==> src/rtl/psba_pkg.sv <==
// Shared types and constants for the page slot bitmap allocator.
// No dependencies; every other file in the block imports this package.
package psba_pkg;

  // Field widths fixed by the item and register formats.
  localparam int unsigned SLOT_W  = 9;
  localparam int unsigned CNT_W   = 10;
  localparam int unsigned CAP_W   = 10;

  // Bitmap memory word geometry.
  localparam int unsigned WORD_W  = 32;
  localparam int unsigned WORD_LW = 5;

  // APB port geometry: one register at byte address 0.
  localparam int unsigned APB_AW  = 3;
  localparam int unsigned APB_DW  = 32;

  // Register index as seen in the word-address bit of paddr.
  localparam logic REG_CAPACITY = 1'b0;

  // Capacity after reset.
  localparam logic [CAP_W-1:0] CAP_RESET = 10'd512;

  // Operation codes carried by an input item.
  typedef enum logic [1:0] {
    MODE_INSERT  = 2'd0,
    MODE_RECOVER = 2'd1,
    MODE_DELETE  = 2'd2,
    MODE_LOOKUP  = 2'd3
  } mode_e;

  // Status codes carried by a result item.
  typedef enum logic [1:0] {
    ST_OK    = 2'd0,
    ST_FULL  = 2'd1,
    ST_RANGE = 2'd2,
    ST_EMPTY = 2'd3
  } status_e;

endpackage

==> src/rtl/psba_req_if.sv <==
// Request channel of the page slot bitmap allocator: valid/ready plus the item fields.
// Depends on psba_pkg for the operation code type.
interface psba_req_if import psba_pkg::*; ();

  logic              valid;
  logic              ready;
  mode_e             mode;
  logic [SLOT_W-1:0] slot;

  modport source (output valid, output mode, output slot, input ready);
  modport sink   (input valid, input mode, input slot, output ready);

endinterface

==> src/rtl/psba_rsp_if.sv <==
// Result channel of the page slot bitmap allocator: valid/ready plus the result fields.
// Depends on psba_pkg for the status code type.
interface psba_rsp_if import psba_pkg::*; ();

  logic              valid;
  logic              ready;
  status_e           status;
  logic [SLOT_W-1:0] result_slot;
  logic [CNT_W-1:0]  used_count;

  modport source (output valid, output status, output result_slot, output used_count,
                  input ready);
  modport sink   (input valid, input status, input result_slot, input used_count,
                  output ready);

endinterface

==> src/rtl/page_slot_bitmap_allocator.sv <==
// Flow: recovery insert, delete and lookup read the slot's word, update it in S_MOD and hand the result
// to the output register via S_PUT; an out-of-range slot goes straight to S_PUT; insert scans 32-bit words
// from word 0 in S_SCAN until a free slot or the last usable word. One item at a time: ready only in S_IDLE;
// the single read port of the bitmap memory delivers one word per cycle.
// Reset: count zero, capacity 512; per-word valid flags make the bitmap read empty at once.
// Depends on psba_pkg, psba_req_if and psba_rsp_if.
module page_slot_bitmap_allocator
  import psba_pkg::*;
#(
  parameter int unsigned MAX_SLOTS = 512
) (
  input  logic              clk_i,
  input  logic              rst_ni,
  psba_req_if.sink          req_i,
  psba_rsp_if.source        rsp_o,
  input  logic              psel,
  input  logic              penable,
  input  logic              pwrite,
  input  logic [APB_AW-1:0] paddr,
  input  logic [APB_DW-1:0] pwdata,
  output logic [APB_DW-1:0] prdata,
  output logic              pready
);

  localparam int unsigned NW   = (MAX_SLOTS + WORD_W - 1) / WORD_W;
  localparam int unsigned AW   = (NW > 1) ? $clog2(NW) : 1;
  localparam int unsigned EW   = $clog2(MAX_SLOTS + 1);
  localparam int unsigned CMPW = (EW > CAP_W) ? EW : CAP_W;

  // Sequencer states.
  localparam logic [1:0] S_IDLE = 2'd0;
  localparam logic [1:0] S_SCAN = 2'd1;
  localparam logic [1:0] S_MOD  = 2'd2;
  localparam logic [1:0] S_PUT  = 2'd3;

  // Index of the lowest set bit of a word.
  function automatic logic [WORD_LW-1:0] lowest_one(input logic [WORD_W-1:0] v);
    logic [WORD_LW-1:0] idx;
    idx = '0;
    for (int i = WORD_W - 1; i >= 0; i--) begin
      if (v[i]) begin
        idx = WORD_LW'(i);
      end
    end
    return idx;
  endfunction

  logic [1:0]         state_q, state_d;
  logic [CAP_W-1:0]   capacity_q;
  logic [CNT_W-1:0]   cnt_q, cnt_d;
  logic               out_valid_q, out_valid_d;
  logic [NW-1:0]      row_vld_q;

  mode_e              mode_q, mode_d;
  logic [SLOT_W-1:0]  slot_q, slot_d;
  logic [AW-1:0]      chk_w_q, chk_w_d;
  status_e            pend_status_q, pend_status_d;
  logic [SLOT_W-1:0]  pend_slot_q, pend_slot_d;
  status_e            out_status_q;
  logic [SLOT_W-1:0]  out_slot_q;
  logic [CNT_W-1:0]   out_cnt_q;
  logic               out_load;

  logic [WORD_W-1:0]  mem [NW];
  logic [WORD_W-1:0]  rdata_q;
  logic               rvld_q;
  logic               rd_en, wr_en;
  logic [AW-1:0]      rd_addr, wr_addr;
  logic [WORD_W-1:0]  wr_data;

  logic               req_fire, cfg_we;
  logic [CMPW-1:0]    cap_x, max_x;
  logic [EW-1:0]      cap_eff, cap_hi, chk_e;
  logic [WORD_LW-1:0] cap_lo;
  logic [WORD_W-1:0]  word, avail, free_bits;
  logic [WORD_LW-1:0] fbit, bsel;
  logic               found, last, obit, in_range;
  logic [AW-1:0]      req_word, slot_word;

  // Configuration port: one capacity register, pready tied high so no transfer is stretched.
  assign pready = 1'b1;
  assign cfg_we = psel && penable && pwrite && (paddr[APB_AW-1] == REG_CAPACITY);
  assign prdata = (paddr[APB_AW-1] == REG_CAPACITY) ? APB_DW'(capacity_q) : '0;

  // Effective capacity, clamped to the bitmap size, and its word/bit split.
  assign cap_x   = CMPW'(capacity_q);
  assign max_x   = CMPW'(MAX_SLOTS);
  assign cap_eff = EW'((cap_x > max_x) ? max_x : cap_x);
  assign cap_hi  = cap_eff >> WORD_LW;
  assign cap_lo  = WORD_LW'(cap_eff);

  assign req_fire    = req_i.valid && req_i.ready;
  assign req_i.ready = (state_q == S_IDLE);
  assign in_range    = CMPW'(req_i.slot) < CMPW'(cap_eff);
  assign req_word    = AW'(req_i.slot >> WORD_LW);
  assign slot_word   = AW'(slot_q >> WORD_LW);
  assign bsel        = slot_q[WORD_LW-1:0];

  // A word that was never written reads as all free.
  assign word = rvld_q ? rdata_q : '0;

  // Scan of the word under check: only slots below the capacity count as free.
  assign chk_e = EW'(chk_w_q);
  always_comb begin
    if (chk_e < cap_hi) begin
      avail = '1;
    end else if (chk_e == cap_hi) begin
      avail = (WORD_W'(1) << cap_lo) - WORD_W'(1);
    end else begin
      avail = '0;
    end
  end
  assign free_bits = ~word & avail;
  assign found     = |free_bits;
  assign fbit      = lowest_one(free_bits);
  // The last word to scan is the one holding the top usable slot, partial words included.
  assign last      = ({1'b0, chk_e} + (EW + 1)'(1)) >=
                     ({1'b0, cap_hi} + (EW + 1)'(cap_lo != '0));
  assign obit      = word[bsel];

  // Sequencer: read a bitmap word, modify it and write it back when the operation changes a bit.
  always_comb begin
    state_d       = state_q;
    cnt_d         = cnt_q;
    mode_d        = mode_q;
    slot_d        = slot_q;
    chk_w_d       = chk_w_q;
    pend_status_d = pend_status_q;
    pend_slot_d   = pend_slot_q;
    rd_en         = 1'b0;
    rd_addr       = '0;
    wr_en         = 1'b0;
    wr_addr       = '0;
    wr_data       = word;
    out_load      = 1'b0;
    unique case (state_q)
      S_IDLE: begin
        if (req_fire) begin
          mode_d = req_i.mode;
          slot_d = req_i.slot;
          if (req_i.mode == MODE_INSERT) begin
            rd_en   = 1'b1;
            rd_addr = '0;
            chk_w_d = '0;
            state_d = S_SCAN;
          end else if (!in_range) begin
            pend_status_d = ST_RANGE;
            pend_slot_d   = req_i.slot;
            state_d       = S_PUT;
          end else begin
            rd_en   = 1'b1;
            rd_addr = req_word;
            state_d = S_MOD;
          end
        end
      end
      S_SCAN: begin
        if (found) begin
          wr_en         = 1'b1;
          wr_addr       = chk_w_q;
          wr_data       = word | (WORD_W'(1) << fbit);
          cnt_d         = cnt_q + CNT_W'(1);
          pend_status_d = ST_OK;
          pend_slot_d   = SLOT_W'({chk_w_q, fbit});
          state_d       = S_PUT;
        end else if (last) begin
          pend_status_d = ST_FULL;
          pend_slot_d   = '0;
          state_d       = S_PUT;
        end else begin
          rd_en   = 1'b1;
          rd_addr = chk_w_q + AW'(1);
          chk_w_d = chk_w_q + AW'(1);
        end
      end
      S_MOD: begin
        wr_addr       = slot_word;
        pend_slot_d   = slot_q;
        pend_status_d = ST_OK;
        unique case (mode_q)
          MODE_RECOVER: begin
            if (!obit) begin
              wr_en   = 1'b1;
              wr_data = word | (WORD_W'(1) << bsel);
              cnt_d   = cnt_q + CNT_W'(1);
            end
          end
          MODE_DELETE: begin
            if (obit) begin
              wr_en   = 1'b1;
              wr_data = word & ~(WORD_W'(1) << bsel);
              cnt_d   = cnt_q - CNT_W'(1);
            end else begin
              pend_status_d = ST_EMPTY;
            end
          end
          MODE_LOOKUP: begin
            if (!obit) begin
              pend_status_d = ST_EMPTY;
            end
          end
          MODE_INSERT: begin
            pend_status_d = ST_OK;
          end
        endcase
        state_d = S_PUT;
      end
      S_PUT: begin
        if (!out_valid_q || rsp_o.ready) begin
          out_load = 1'b1;
          state_d  = S_IDLE;
        end
      end
    endcase
  end

  // Output register keeps a finished item while the next one is accepted.
  always_comb begin
    if (out_load) begin
      out_valid_d = 1'b1;
    end else if (rsp_o.ready) begin
      out_valid_d = 1'b0;
    end else begin
      out_valid_d = out_valid_q;
    end
  end

  // Control state.
  always_ff @(posedge clk_i or negedge rst_ni) begin
    if (!rst_ni) begin
      state_q     <= S_IDLE;
      capacity_q  <= CAP_RESET;
      cnt_q       <= '0;
      out_valid_q <= 1'b0;
      row_vld_q   <= '0;
    end else begin
      state_q     <= state_d;
      cnt_q       <= cnt_d;
      out_valid_q <= out_valid_d;
      if (cfg_we) begin
        capacity_q <= pwdata[CAP_W-1:0];
      end
      if (wr_en) begin
        row_vld_q[wr_addr] <= 1'b1;
      end
    end
  end

  // Item and result payload.
  always_ff @(posedge clk_i) begin
    mode_q        <= mode_d;
    slot_q        <= slot_d;
    chk_w_q       <= chk_w_d;
    pend_status_q <= pend_status_d;
    pend_slot_q   <= pend_slot_d;
    if (out_load) begin
      out_status_q <= pend_status_q;
      out_slot_q   <= pend_slot_q;
      out_cnt_q    <= cnt_q;
    end
  end

  // Bitmap memory: one write port, one registered read port.
  always_ff @(posedge clk_i) begin
    if (wr_en) begin
      mem[wr_addr] <= wr_data;
    end
    if (rd_en) begin
      rdata_q <= mem[rd_addr];
      rvld_q  <= row_vld_q[rd_addr];
    end
  end

  assign rsp_o.valid       = out_valid_q;
  assign rsp_o.status      = out_status_q;
  assign rsp_o.result_slot = out_slot_q;
  assign rsp_o.used_count  = out_cnt_q;

endmodule

==> src/flat_wrapper.sv <==
// flat-port wrapper written by rule: the top's interface ports become plain ports
module page_slot_bitmap_allocator_flat import psba_pkg::*;
#(
  parameter int unsigned MAX_SLOTS = 512
)
  (clk_i, rst_ni, psel, penable, pwrite, paddr, pwdata, prdata, pready, req_i_valid, req_i_mode, req_i_slot, req_i_ready, rsp_o_valid, rsp_o_status, rsp_o_result_slot, rsp_o_used_count, rsp_o_ready);
  psba_req_if req_i_i ();
  psba_rsp_if rsp_o_i ();
  input  logic clk_i;
  input  logic rst_ni;
  input  logic psel;
  input  logic penable;
  input  logic pwrite;
  input  logic [APB_AW-1:0] paddr;
  input  logic [APB_DW-1:0] pwdata;
  output logic [APB_DW-1:0] prdata;
  output logic pready;
  input wire logic [$bits(req_i_i.valid)-1:0] req_i_valid;
  input wire logic [$bits(req_i_i.mode)-1:0] req_i_mode;
  input wire logic [$bits(req_i_i.slot)-1:0] req_i_slot;
  output wire logic [$bits(req_i_i.ready)-1:0] req_i_ready;
  output wire logic [$bits(rsp_o_i.valid)-1:0] rsp_o_valid;
  output wire logic [$bits(rsp_o_i.status)-1:0] rsp_o_status;
  output wire logic [$bits(rsp_o_i.result_slot)-1:0] rsp_o_result_slot;
  output wire logic [$bits(rsp_o_i.used_count)-1:0] rsp_o_used_count;
  input wire logic [$bits(rsp_o_i.ready)-1:0] rsp_o_ready;
  assign req_i_i.valid = req_i_valid;
  assign req_i_i.mode = req_i_mode;
  assign req_i_i.slot = req_i_slot;
  assign req_i_ready = req_i_i.ready;
  assign rsp_o_valid = rsp_o_i.valid;
  assign rsp_o_status = rsp_o_i.status;
  assign rsp_o_result_slot = rsp_o_i.result_slot;
  assign rsp_o_used_count = rsp_o_i.used_count;
  assign rsp_o_i.ready = rsp_o_ready;
  page_slot_bitmap_allocator #(.MAX_SLOTS(MAX_SLOTS)) u_core (.clk_i(clk_i), .rst_ni(rst_ni), .req_i(req_i_i), .rsp_o(rsp_o_i), .psel(psel), .penable(penable), .pwrite(pwrite), .paddr(paddr), .pwdata(pwdata), .prdata(prdata), .pready(pready));
endmodule
==> config.mk <==
export PLATFORM = sky130hd
export DESIGN_NAME = page_slot_bitmap_allocator_flat
export DESIGN_NICKNAME = d
export VERILOG_FILES = /design/src/rtl/psba_pkg.sv /design/src/rtl/psba_req_if.sv /design/src/rtl/psba_rsp_if.sv /design/src/rtl/page_slot_bitmap_allocator.sv /design/src/flat_wrapper.sv
export SDC_FILE = /design/constraint.sdc
export NUM_CORES = 1
export LEC_CHECK = 0
export ABC_AREA = 0
export ABC_CLOCK_PERIOD_IN_PS = 8400
export BUFFER_PORTS_ARGS = -buffer_cell sky130_fd_sc_hd__clkbuf_2
export CAP_MARGIN = 20
export CORE_MARGIN = 3
export CORE_UTILIZATION = 35
export CTS_BUF_LIST = sky130_fd_sc_hd__clkbuf_8
export DETAILED_ROUTE_END_ITERATION = 6
export PLACE_DENSITY = 0.55
export SLEW_MARGIN = 25
export SYNTH_ARGS = -nofsm -noshare
export SYNTH_HDL_FRONTEND = slang
export SYNTH_SLANG_ARGS = --single-unit
==> constraint.sdc <==
create_clock -name clk_i -period 8.4 [get_ports clk_i]
set_clock_uncertainty 0.2 [all_clocks]
set_input_delay 0.84 -clock clk_i [delete_from_list [all_inputs] [get_ports clk_i]]
set_output_delay 0.84 -clock clk_i [all_outputs]
set_load 0.005 [all_outputs]
* After elaboration in Yosys (flattened, before gate mapping)
Memory sizes are Yosys's and may differ from the RTL's. A register that Yosys moved wholly into a read port is not among the register bits. Index checks and enable logic that the tools add are counted.
Operators by class: add/subtract/negate cells 6, multiply operators 0, div/mod/pow operators 0, magnitude comparators 8, equal/unequal tests 19, shift-type cells 3, multiplexer cells 104, bitwise operators 8, reduce and logical (&&, ||, !) cells 21
Operators with widths (number):
- two-way mux 32 bit | 6
- two-way mux 5 bit | 32
- case mux 32 bit (2 select lines) | 2
- left shift 1 x 5 -> 32 bit, first input constant | 3
- AND 32 bit | 2
- inverter 32 bit | 2
- OR 32 bit | 2
- two-way mux 10 bit | 5
- two-way mux 9 bit | 5
- two-way mux 4 bit | 10
- case mux 10 bit (2 select lines) | 2
- OR reduction 32 bit | 1
- subtractor 32 x 2 -> 32 bit, second input constant | 1
- case mux 9 bit (3 select lines) | 1
- two-way mux 2 bit | 12
- case mux 4 bit (2 select lines) | 3
- two-way mux 1 bit | 18
- OR 16 bit | 1
- AND reduction 5 bit | 3
- != test 2 bit, second input constant | 6
- >= comparator 11 bit | 1
- adder 10 x 1 -> 10 bit, second input constant | 1
- greater-than comparator 10 bit, second input constant | 1
- < comparator 4 x 5 -> 1 bit, second input constant | 2
- 32 further kinds | 47
Storage, ports and cells: flip-flop bits (word level) 87, latch bits 0, RAM bits 512, memory bits (read-only) 0, output and inout port bits 56, word-level logic and storage cells 184, memories 1
Memories:
- u_core.mem | words 16, width 32, read ports 1, clocked after Yosys merged registers in 1, write ports 1, RTL line page_slot_bitmap_allocator.sv:64 | logic [WORD_W-1:0] mem [NW];

* Longest topological paths before layout
depth in word-level cells 43, gate-level depth with buffers 22

* Least setup slack after synthesis
OpenSTA, ideal clock, no wires.
kind flip-flop to flip-flop, start point register u_core.capacity_q[9] (netlist: u_core.cap_x[9]), end point memory u_core.mem[0][0], enable pin, library setup time 0.463 ns, data arrival time 5.729 ns, data required time 7.737 ns, path slack 2.009 ns, cell stages (with the launch flop) 19, path buffers 5, cell sequence dfstp_2 -> buf_6 -> buf_2 -> buf_2 -> nor2b_1 -> inv_1 -> ha_1 -> nand4_1 -> nor2_1 -> and4b_1 -> a221oi_2 -> o2111ai_2 -> nor4_4 -> buf_4 -> a21oi_2 -> buf_4 -> o21ai_0 -> a21oi_1 -> nor3_1
On the way: word-level cells in the longest chain between the ends 12
RTL lines:
- from (decl) | RTL line page_slot_bitmap_allocator.sv:49 | logic [CAP_W-1:0] capacity_q;
- from (signal assigned) | RTL line page_slot_bitmap_allocator.sv:241 | capacity_q <= pwdata[CAP_W-1:0];
- greater-than comparator 10 bit | RTL line page_slot_bitmap_allocator.sv:88 | assign cap_eff = EW'((cap_x > max_x) ? max_x : cap_x);
- two-way mux 10 bit (*) | RTL line page_slot_bitmap_allocator.sv:88
- left shift 1 x 5 -> 32 bit | RTL line page_slot_bitmap_allocator.sv:108 | avail = (WORD_W'(1) << cap_lo) - WORD_W'(1);
- subtractor 32 x 2 -> 32 bit | RTL line page_slot_bitmap_allocator.sv:108
- two-way mux 32 bit | RTL line page_slot_bitmap_allocator.sv:107 | end else if (chk_e == cap_hi) begin
- two-way mux 32 bit (*) | RTL line page_slot_bitmap_allocator.sv:105 | if (chk_e < cap_hi) begin
- AND 32 bit (*) | RTL line page_slot_bitmap_allocator.sv:113 | assign free_bits = ~word & avail;
- OR reduction 32 bit (*) | RTL line page_slot_bitmap_allocator.sv:114 | assign found = |free_bits;
- two-way mux 1 bit | RTL line page_slot_bitmap_allocator.sv:158 | if (found) begin
- case mux 1 bit (2 select lines) | RTL line page_slot_bitmap_allocator.sv:136 | unique case (state_q)
- two-way mux 1 bit | RTL line page_slot_bitmap_allocator.sv:265 | if (wr_en) begin
- two-way mux 1 bit (implied by the code) | RTL line page_slot_bitmap_allocator.sv:266 | mem[wr_addr] <= wr_data;
- to (decl) | RTL line page_slot_bitmap_allocator.sv:64
Every way passes the cells marked *; elsewhere a longest branch is shown, timed or not.

* Final worst setup path
start point register u_core.capacity_q[1] (netlist: u_core.cap_x[1]), end point memory u_core.mem[14][7], enable pin
Same word-level chain as after synthesis.

==> results.ini <==
[run_status]
run_status=completed

[clock_tree]
clk-insertion-delay-late_ns=0.72
cts_resized=0
ctsRootBufferMaster=sky130_fd_sc_hd__clkbuf_8
clkSlewWorstSetupHoldPaths_ns=0.06
cts_htree_levels=3
cts_hold_repair.buffers=0
clk_path_buf_depth=3
cts_post_setup_buffers_inserted=0
cts_buffers=104
total_clock_sinks=631
clock_tree_from_tritoncts=done

[floorplanning]
start_util_pct=35.7
std_cell_rows=105
overall_die_area_mm2=0.0881
dieHeight_um=297
placeableCoreArea_mm2=0.0829
num_io_pins=109
die_w_um=297

[timing]
final.period_utilization_pct=85.7
slew_headroom_pct=34.9
finalSetupViolations=0
final.hold.worst_slack_ns=0.150
setup-tns-final_ns=0
number_of_pins_with_negative_max_slew_slack_in_the_final_report=0
fin_ws_ns=1.20
min_period_ns=7.20
clock.fmax_mhz=139
max_slew.worst_pin.slew_ns=0.977
hold_violations=0
rsz_0062_raised_after_global_routing=no

[grt]
met1_usage_pct=29.0
grtUsageMet2_pct=32.2
grt_pass1_wl_um=138000
number_of_global_route_vias_before_repair=21200
globalRouteMet3Util_pct=3.39
antenna_found_initial=1
grt_util_all_layers_pct=20.6
grt_max_degree=154
grt-ovfl-total=0
grt.busiest_layer=met2

[job]
max-cap-violations=0

[yosys]
yosysTopAreaCellShare_pct=60.1
synth_top_cells_by_area=sky130_fd_sc_hd__edfxtp_1, sky130_fd_sc_hd__nand2_1, sky130_fd_sc_hd__nand3_1, sky130_fd_sc_hd__dfrtp_1, sky130_fd_sc_hd__a21oi_1
synth_xor_xnor_area_share_pct=0.444
seq_area_frac_synth_pct=63.4
post_synth_mux_area_share_pct=0.791
synth.cell_area_mm2=0.0296
synth_top_flop_cell=sky130_fd_sc_hd__edfxtp_1
yosys_register_bits=631
synth_adder_area_share_pct=1.31
synth_cells=2606
synth_compound_gate_area_share_pct=12.7
post_synth_num_cell_types=99
most_common_cell_in_the_synthesized_netlist=sky130_fd_sc_hd__edfxtp_1
synthesis.yosys.warnings=0
syn-mean-instance-area_um2=11.4
synth_largest_area_cell=sky130_fd_sc_hd__edfxtp_1
synth_edf_count=592
synth_top_family_by_area=simple AND/OR/NAND/NOR gates
synth_simple_gate_area_share_pct=17.6
post_synth_most_frequent_cells=sky130_fd_sc_hd__edfxtp_1, sky130_fd_sc_hd__nand2_1, sky130_fd_sc_hd__nand3_1
synthArstFlopShare_pct=6.18

[cells_and_area]
area.growth.synth_to_final_pct=12.3
fillers=7942
layout-drive-gt1-share_pct=13.0
post_layout_net_count=2770
post_layout_nonfiller_instances=3888

[power]
power.switching_mw=4.01
power_per_cell_area_mw_per_mm2=319
netSwitchingFraction_pct=37.8
post-layout-total-power_mw=10.6
clock_power_share_pct=23.1
vdd_ir_drop_max_mv=0.156
comb_power_share_pct=33.5
power.static_leakage_nw=11.7
power_frac_seq_pct=43.4
p_int_mw=6.59

[setup_path]
worst-endpoint-required_ns=8.59
setup.worst_path.class=flip-flop to flip-flop
r2r_cells=15
cp_data_arrival_time_ns=7.39
timing.critical_path.from_type=flip-flop
worstPathMaxFanout=27
endpoint_kind=flip-flop

[drt]
finalWirelength_um=93000
post-route-drc-count=0
vias=21800
route.detailed.wl_per_inst_um=23.9
postRouteAntennaNets=0
drt_via_density=5.61
detail_route.first_pass.iterations=6
drt_iter0_drc=2097

[placed_design]
dp_cells=3701
routabilityCongestion=0.959
dpl.hpwl_um=57100
portBuffers=61
post-place-ws_ns=1.35

[worst_hold_path]
type_of_the_most_critical_hold_path=input port to flip-flop
hold_depth=1

==> metal layers <==
metal  part of all wire, %  vias to the layer above
li1                      -                     9840
met4                   3.3                        0
met1                    45                    11000
met2                    46                      829
met5                     0                        -
met3                   6.3                      182
==> final timing paths <==
path	from	endpoint	slack [ns]
max in group asynchronous	rst_ni	u_core.row_vld_q[5]	7.14
setup / recovery	u_core.cap_x[1]	u_core.mem[14][7]	1.20
min in group asynchronous	rst_ni	u_core.row_vld_q[8]	0.46
hold reg to reg	u_core.pend_slot_q[4]	u_core.rsp_o.result_slot[4]	0.22
hold / removal	req_i_mode[0]	u_core.mode_q[0]	0.15
setup reg to reg	u_core.cap_x[1]	u_core.mem[14][7]	1.20
==> flip-flops by register name, indices dropped and copies added, names as in the netlist <==
signal	flops
u_core.cap_x	10
u_core.chk_w_q	4
u_core.cnt_q	10
u_core.mem	512
u_core.mode_q	2
u_core.pend_slot_q	9
u_core.pend_status_q	2
u_core.rdata_q	32
u_core.row_vld_q	16
u_core.rsp_o.result_slot	9
u_core.rsp_o.status	2
u_core.rsp_o.used_count	10
u_core.rsp_o.valid	1
u_core.rvld_q	1
u_core.slot_q	9
u_core.state_q	2
==> power groups by stage <==
stage | Clock, mW | Sequential (mW) | Combinational (mW)
4_1_cts | 2.51 | 4.60 | 3.50
3_5_place_dp | 0 | 4.66 | 3.49
5_1_grt | 2.66 | 4.64 | 3.85
3_3_place_gp | 0 | 4.65 | 3.42
6_report | 2.45 | 4.60 | 3.55
2_1_floorplan | 0 | 4.56 | 2.16
==> kinds of logic after synthesis <==
group,count (synthesis)
AO/OA/AOI/OAI,541
XOR/XNOR,15
adder cells (fa/ha/maj),31
buffers and inverters,224
flip-flops,631
multiplexers,18
other,2
AND/OR/NAND/NOR,1144
==> critical path, cell delays in order, from the launching register on <==
cell and delay, ns:
sky130_fd_sc_hd__dfrtp_1 0.91, sky130_fd_sc_hd__nor2_1 0.27, sky130_fd_sc_hd__a31oi_1 0.25, sky130_fd_sc_hd__ha_1 0.69, sky130_fd_sc_hd__nor4b_2 0.41, sky130_fd_sc_hd__nor2_1 0.13
sky130_fd_sc_hd__a2111oi_0 0.77, sky130_fd_sc_hd__a221oi_1 0.22, sky130_fd_sc_hd__nand4_1 0.35, sky130_fd_sc_hd__nor2_1 0.12, sky130_fd_sc_hd__a21oi_2 0.48, sky130_fd_sc_hd__a311o_1 0.26
sky130_fd_sc_hd__a32o_1 0.24, sky130_fd_sc_hd__nand3_2 0.31, sky130_fd_sc_hd__nor2_4 0.85, sky130_fd_sc_hd__buf_4 0.38
==> layout make-up <==
type	count	area, µm²	share of cell area (%)
Inverter	27	101	0.305
Sequential cell	631	18800	56.5
Tap cell	1123	1410	4.23
Antenna cell	1	2.50	0.00753
Timing Repair Buffer	150	1050	3.16
Multi-Input combinational cell	1772	10000	30.2
Clock buffer	107	1470	4.43
Clock inverter	77	387	1.16
==> through the flow <==
step,cell area (µm²),utilization (%)
2_1_floorplan,29700,-
3_3_place_gp,31300,37.8
3_5_place_dp,31300,37.8
4_1_cts,33200,40.0
5_1_grt,33200,40.1
6_report,33200,40.1
==> cells in the final DEF, fill, tap and decap left out, types with 23 or more instances in the layout <==
cell type | synthesis | routed
sky130_fd_sc_hd__a21boi_0 | 45 | 45
sky130_fd_sc_hd__a21oi_1 | 128 | 127
sky130_fd_sc_hd__a31oi_1 | 58 | 58
sky130_fd_sc_hd__a32oi_1 | 41 | 40
sky130_fd_sc_hd__and3_1 | 40 | 40
sky130_fd_sc_hd__buf_4 | 35 | 82
sky130_fd_sc_hd__clkbuf_2 | 0 | 60
sky130_fd_sc_hd__clkbuf_8 | 0 | 107
sky130_fd_sc_hd__conb_1 | 2 | 23
sky130_fd_sc_hd__dfrtp_1 | 38 | 38
sky130_fd_sc_hd__edfxtp_1 | 592 | 592
sky130_fd_sc_hd__ha_1 | 31 | 31
sky130_fd_sc_hd__inv_1 | 25 | 63
sky130_fd_sc_hd__nand2_1 | 583 | 582
sky130_fd_sc_hd__nand3_1 | 241 | 241
sky130_fd_sc_hd__nor2_1 | 117 | 101
sky130_fd_sc_hd__nor3_1 | 28 | 27
sky130_fd_sc_hd__o21ai_0 | 65 | 62
sky130_fd_sc_hd__o311ai_1 | 33 | 33
Note: power is estimated with default switching activity, not from simulation.
